File: src/sv/mwm_pkg.sv
// mwm_pkg: widths, register indexes and pipeline payload types of the
// mecanum wheel mixer. No dependencies.
package mwm_pkg;

    localparam int unsigned IN_W    = 16;
    localparam int unsigned WK_W    = 33;
    localparam int unsigned SUM_W   = 34;
    localparam int unsigned MAG_W   = 33;
    localparam int unsigned PWM_W   = 10;
    localparam int unsigned OUT_W   = 11;
    localparam int unsigned NUM_W   = MAG_W + PWM_W;
    localparam int unsigned QUO_W   = PWM_W;
    localparam int unsigned LANES   = 4;
    localparam int unsigned REF_W   = 15;
    localparam int unsigned LEVER_W = 16;
    localparam int unsigned REFQ_W  = REF_W + 16;
    localparam int unsigned CFG_IDX_W  = 2;
    localparam int unsigned CFG_DATA_W = 16;

    localparam logic [CFG_IDX_W-1:0] REG_LEVER_ARM = 2'd0;
    localparam logic [CFG_IDX_W-1:0] REG_REF_SPEED = 2'd1;
    localparam logic [CFG_IDX_W-1:0] REG_MAX_PWM   = 2'd2;

    localparam logic [LEVER_W-1:0] RST_LEVER_ARM = 16'd13107;
    localparam logic [REF_W-1:0]   RST_REF_SPEED = 15'd7680;
    localparam logic [PWM_W-1:0]   RST_MAX_PWM   = 10'd999;

    typedef struct packed {
        logic [LEVER_W-1:0] lever_arm;
        logic [REF_W-1:0]   ref_speed;
        logic [PWM_W-1:0]   max_pwm;
    } t_cfg;

    typedef struct packed {
        logic             neg;
        logic [NUM_W-1:0] rem;
        logic [QUO_W-1:0] quo;
    } t_lane;

    typedef struct packed {
        t_lane [LANES-1:0] lane;
        logic [NUM_W-1:0]  dsh;
        logic              reduced;
    } t_div_item;

endpackage

File: src/sv/mwm_mix.sv
// mwm_mix: four pipeline stages that form the wheel terms, their magnitudes,
// the scaled numerators and the common divisor. Depends on mwm_pkg.
module mwm_mix (
    input  logic                               i_clk,
    input  logic                               i_rst_n,
    input  mwm_pkg::t_cfg                      i_cfg,
    input  logic                               i_valid,
    output logic                               o_ready,
    input  logic signed [mwm_pkg::IN_W-1:0]    i_vel_x,
    input  logic signed [mwm_pkg::IN_W-1:0]    i_vel_y,
    input  logic signed [mwm_pkg::IN_W-1:0]    i_yaw_rate,
    output logic                               o_valid,
    input  logic                               i_ready,
    output mwm_pkg::t_div_item                 o_item
);

    logic                                r_a_v, r_b_v, r_c_v, r_d_v;
    logic                                rdy_a, rdy_b, rdy_c, rdy_d;

    logic signed [mwm_pkg::IN_W-1:0]     r_a_vx, r_a_vy;
    logic signed [mwm_pkg::WK_W-1:0]     r_a_wk;
    logic signed [mwm_pkg::WK_W-1:0]     n_a_wk;

    logic [mwm_pkg::MAG_W-1:0]           r_b_mag [mwm_pkg::LANES];
    logic [mwm_pkg::LANES-1:0]           r_b_neg;
    logic [mwm_pkg::MAG_W-1:0]           n_b_mag [mwm_pkg::LANES];
    logic [mwm_pkg::LANES-1:0]           n_b_neg;
    logic signed [mwm_pkg::SUM_W-1:0]    ext_x, ext_y, ext_w;
    logic signed [mwm_pkg::SUM_W-1:0]    sum [mwm_pkg::LANES];
    logic signed [mwm_pkg::SUM_W-1:0]    neg_sum [mwm_pkg::LANES];

    logic [mwm_pkg::NUM_W-1:0]           r_c_num [mwm_pkg::LANES];
    logic [mwm_pkg::MAG_W-1:0]           r_c_peak;
    logic [mwm_pkg::LANES-1:0]           r_c_neg;
    logic [mwm_pkg::MAG_W-1:0]           pk01, pk23, n_c_peak;

    mwm_pkg::t_div_item                  r_d_item, n_d_item;
    logic [mwm_pkg::MAG_W-1:0]           refq, den;
    logic                                red;

    assign rdy_d   = !r_d_v || i_ready;
    assign rdy_c   = !r_c_v || rdy_d;
    assign rdy_b   = !r_b_v || rdy_c;
    assign rdy_a   = !r_a_v || rdy_b;
    assign o_ready = rdy_a;
    assign o_valid = r_d_v;
    assign o_item  = r_d_item;

    always_ff @(posedge i_clk) begin
        if (!i_rst_n) begin
            r_a_v <= 1'b0;
            r_b_v <= 1'b0;
            r_c_v <= 1'b0;
            r_d_v <= 1'b0;
        end else begin
            if (rdy_a) r_a_v <= i_valid;
            if (rdy_b) r_b_v <= r_a_v;
            if (rdy_c) r_c_v <= r_b_v;
            if (rdy_d) r_d_v <= r_c_v;
        end
    end

    // stage a: yaw term
    assign n_a_wk = mwm_pkg::WK_W'(i_yaw_rate)
                  * $signed({{(mwm_pkg::WK_W-mwm_pkg::LEVER_W){1'b0}}, i_cfg.lever_arm});

    always_ff @(posedge i_clk) begin
        if (rdy_a && i_valid) begin
            r_a_vx <= i_vel_x;
            r_a_vy <= i_vel_y;
            r_a_wk <= n_a_wk;
        end
    end

    // stage b: wheel terms and magnitudes
    always_comb begin
        ext_x = mwm_pkg::SUM_W'($signed({r_a_vx, 16'b0}));
        ext_y = mwm_pkg::SUM_W'($signed({r_a_vy, 16'b0}));
        ext_w = mwm_pkg::SUM_W'(r_a_wk);
        sum[0] = ext_y + ext_x + ext_w;
        sum[1] = ext_y - ext_x - ext_w;
        sum[2] = ext_y + ext_x - ext_w;
        sum[3] = ext_y - ext_x + ext_w;
        for (int i = 0; i < mwm_pkg::LANES; i++) begin
            neg_sum[i] = -sum[i];
            n_b_neg[i] = sum[i][mwm_pkg::SUM_W-1];
            n_b_mag[i] = n_b_neg[i] ? neg_sum[i][mwm_pkg::MAG_W-1:0]
                                    : sum[i][mwm_pkg::MAG_W-1:0];
        end
    end

    always_ff @(posedge i_clk) begin
        if (rdy_b && r_a_v) begin
            r_b_mag <= n_b_mag;
            r_b_neg <= n_b_neg;
        end
    end

    // stage c: peak and numerators
    always_comb begin
        pk01     = (r_b_mag[0] > r_b_mag[1]) ? r_b_mag[0] : r_b_mag[1];
        pk23     = (r_b_mag[2] > r_b_mag[3]) ? r_b_mag[2] : r_b_mag[3];
        n_c_peak = (pk01 > pk23) ? pk01 : pk23;
    end

    always_ff @(posedge i_clk) begin
        if (rdy_c && r_b_v) begin
            for (int i = 0; i < mwm_pkg::LANES; i++) begin
                r_c_num[i] <= mwm_pkg::NUM_W'(r_b_mag[i]) * mwm_pkg::NUM_W'(i_cfg.max_pwm);
            end
            r_c_peak <= n_c_peak;
            r_c_neg  <= r_b_neg;
        end
    end

    // stage d: divisor, aligned to the top quotient bit
    always_comb begin
        refq = mwm_pkg::MAG_W'({i_cfg.ref_speed, 16'b0});
        red  = r_c_peak > refq;
        den  = red ? r_c_peak : refq;
        for (int i = 0; i < mwm_pkg::LANES; i++) begin
            n_d_item.lane[i].neg = r_c_neg[i];
            n_d_item.lane[i].rem = r_c_num[i];
            n_d_item.lane[i].quo = '0;
        end
        n_d_item.reduced = red;
        // zero divisor: force every compare to fail so each quotient is zero
        n_d_item.dsh = (den == '0) ? {mwm_pkg::NUM_W{1'b1}}
                     : mwm_pkg::NUM_W'({den, {(mwm_pkg::QUO_W-1){1'b0}}});
    end

    always_ff @(posedge i_clk) begin
        if (rdy_d && r_c_v) begin
            r_d_item <= n_d_item;
        end
    end

endmodule

File: config.mk
export PLATFORM = sky130hd
export DESIGN_NAME = mwm_mix
export DESIGN_NICKNAME = d
export VERILOG_FILES = /design/src/sv/mwm_pkg.sv /design/src/sv/mwm_mix.sv
export SDC_FILE = /design/constraint.sdc
export NUM_CORES = 2
export LEC_CHECK = 0
export ABC_AREA = 1
export CAP_MARGIN = 0
export CELL_PAD_IN_SITES_DETAIL_PLACEMENT = 1
export CELL_PAD_IN_SITES_GLOBAL_PLACEMENT = 1
export CORE_ASPECT_RATIO = 0.8
export CORE_MARGIN = 2
export CORE_UTILIZATION = 51
export CTS_BUF_LIST = sky130_fd_sc_hd__clkbuf_8
export CTS_CLUSTER_SIZE = 10
export DETAILED_ROUTE_END_ITERATION = 7
export DONT_BUFFER_PORTS = 1
export GPL_TIMING_DRIVEN = 0
export PLACE_DENSITY = 0.8
export SLEW_MARGIN = 10
export SYNTH_ARGS = -nofsm -noshare
export SYNTH_HDL_FRONTEND = slang
export SYNTH_SLANG_ARGS = --single-unit
File: constraint.sdc
create_clock -name i_clk -period 13.2 [get_ports i_clk]
set_input_delay 2.64 -clock i_clk [delete_from_list [all_inputs] [get_ports i_clk]]
set_output_delay 2.64 -clock i_clk [all_outputs]
set_load 0.005 [all_outputs]
==> summary.md <==
| Metric | Value |
|---|---|
| Outcome | finished with violations |
| Violated checks | capacitance limit, slew limit |
| Distinct cell type count after synthesis | between 60 and 70 |
| Period Utilization, post-route | 0.7510 |
| Post-synthesis async set-or-reset flop share | 0 |
| CTS Sinks | about 620 |
| Final nets | approximately 13000 |
| Worst-Skew Late Latency | 0.90 ns |
| Post-DP HPWL | ~280 mm |
| Worst-Margin Slew | about 1.5 ns |
| Routability cong. | a little over 1 |
| Max_cap viols | 1 |
| Slew Viols, Final | 11 |
| Clock Path Buffers | 3 |
| Die Span Y | ~370 um |
| Hold_buf cts | 0 |
| Post-CTS Setup Bufs | 0 |
| Synth Instances | around 11000 |
| Vias in the first global route | about 80000 |
| Layout cells sized above 1 | 0.03421 |
| CP Cell Sequence | clkbuf_1 > buf_1 > nand2_1 > fa_1 > fa_1 > inv_1 > fa_1 > fa_1 > inv_1 > fa_1 > inv_1 > ha_1 > nand2_1 > nor4_1 > a21oi_1 > o31ai_1 > a21oi_1 > xor2_1 |
| Die W | ~460 um |
| Final ANT Viol Nets | 0 |
| DR pass1 iterations | 6 |
| Final setup fails | 0 |
| DRT iter0 DRCs | 6752 |
| Critical-path maximum fanout | 10 |
| Crit path capture type | flip-flop |
| # H-tree levels | 3 |
| Critical path's most frequent cell | fa_1 |
| Syn avg cell area | 8.082 um^2 |
| Critical path required time | around 14 ns |
| WS Path Type | in2reg |
| Rel. slew slack | -0.01541 |
| Row cnt | roughly 130 |
| R2R Setup Slk | between 5 and 6 ns |
| Total number of yosys warnings | 0 |
| Gr usage total | 0.3951 |
| Crit path launch type | input port |
| Pin count of the biggest net entering global routing | around 110 |
| Commonest non-fill, non-tap cells in the layout | 2786 x nand2_1, 2606 x inv_1, 1182 x fa_1 |
| Reg clk slew, reported paths | ~0.07 ns |
| Initial antenna violation count | 26 |
| Final Cell Area | 0.09108 mm^2 |
| RSZ-0062 raised after global routing | false |
| Cell Area, Placed | between 0.08 and 0.09 mm^2 |
| CTS Buf Count | roughly 110 |
| Vias | around 74000 |
| Number of flops mapped to enable cells by yosys | just over 600 |
| Grt ovf | 0 |
| Setup Skew | between 0.06 and 0.07 ns |
| Area growth syn-to-layout | 6.332% |
| IO Port Bufs | 0 |
| CTS tree | done |
| Flops & latches, synth | a little over 600 |
| Starting Density | 0.5135 |
| Final Critical Period | ~9.9 ns |
| Worst stage delay on the critical path | roughly 0.94 ns |
| Worst path slowest cell | clkbuf_1 |
| First-pass GRT wire length | between 500 and 600 mm |
| Fill count | ~21000 |
| DR WL/cell | approximately 26 um |
| DRC | 0 |
| Avg Vias per Cell | approximately 5.6 |
| Cts repair resizes | 0 |
| Die ar. | between 0.15 and 0.2 mm^2 |
| Commonest non-fill, non-tap cell in the layout | nand2_1 |
| Synthesized area | 0.08566 mm^2 |
| Sequential fraction of the synthesis area | 0.2155 |
| Main flop type after synthesis | edfxtp_1 |
| CTS root buf | clkbuf_8 |
| Final hold violation count | 0 |
| Post-Route WL | ~340 mm |
| FMAX | 100.9 MHz |
| Worst EP arrival | ~11 ns |
| Core region area | 0.1668 mm^2 |
| I/O pin cnt | between 300 and 400 |
| Hold crit path type | reg2reg |
## critical path, delay by kind of cell
kind	cells	cell delay [ns]
fa+ha+maj	6	3.24
xor+xnor	1	0.18
buf+inv	5	2.01
simple gates	3	1.52
compound gates	3	0.93
## cell usage after synthesis (all sizes together) (21+ instances only)
cell type  instances  area (um^2)
nand2           2812        10660
inv             2599         9758
fa              1182        23660
ha               647         8095
edfxtp           612        18380
nor2             528         2152
a21oi            377         1887
clkbuf           360         1354
nand3            306         1562
o21ai            295         1503
xor2             225         2004
buf              100        646.9
xnor2             75        656.9
nand3b            68        510.5
nand4             65        421.7
nor3              52        265.3
a31oi             51        319.1
and2              33        206.5
o21bai            33        247.7
nor4              31        209.0
o21a              21        157.7
## cell type report
type                       count  area, um^2  area share
clock buffer                 111        1528     0.01677
antenna                       12       30.03   0.0003297
sequential                   616       18460      0.2026
multi-input combinational   6962       55600      0.6104
tap                         2244        2808     0.03082
inverter                    2600        9774      0.1073
buffer                       460        2021     0.02218
timing repair buffer          11       234.0    0.002569
clock inverter                86       630.6    0.006923
## per-layer routing
layer  part of all wire  vias to the layer above  global-route usage
met4              0.057                       32              0.1976
met5            0.00063                        -                   0
li1                   -                    32130                   -
met2               0.44                     3293              0.6123
met1               0.40                    37560              0.5173
met3              0.095                      830             0.09563
## registers in the layout (all words and copies together) (netlist names)
name,flops
o_item,208
r_c_num,169
r_b_mag,129
r_a_wk,33
r_c_peak,33
r_a_vx,16
r_a_vy,16
r_b_neg,4
r_c_neg,4
o_valid,1
r_a_v,1
r_b_v,1
r_c_v,1
## cell families after synthesis
family / Yosys count / synth area share
xor+xnor: 300 / 0.03107
simple gates: 3919 / 0.1883
flops: 616 / 0.2155
buf+inv: 3060 / 0.1373
compound gates: 874 / 0.05701
other cells: 1 / 0.00004378
fa+ha+maj: 1829 / 0.3707
## final timing paths
path	startpoint	end	cells after the start
setup / recovery	i_cfg[9]	r_c_num[0][27]$_DFFE_PP_	18
hold / removal	r_c_num[1][19]$_DFFE_PP_	o_item[127]$_DFFE_PP_	0
setup reg to reg	r_b_mag[99]$_DFFE_PP_	r_c_num[0][27]$_DFFE_PP_	17
hold reg to reg	r_c_num[1][19]$_DFFE_PP_	o_item[127]$_DFFE_PP_	0
## metrics by stage
step                      TNS (ns)  hold WS, ns  setup WS (ns)  std cells  utilization
after floorplan                  0       0.4003          1.014      10640            -
after global placement     -427.23       0.4005         -2.207      12880       0.5312
after detailed placement         0       0.4052          2.924      12890       0.5328
after CTS                        0       0.3727          3.836      13090       0.5457
after global routing             0       0.3983          3.349      13100       0.5459
final                            0       0.3618          3.286      13100       0.5460
Power is left out: the tool's default activity adds up to more than one toggle a clock period on the data nets, which glitch-free logic cannot reach.
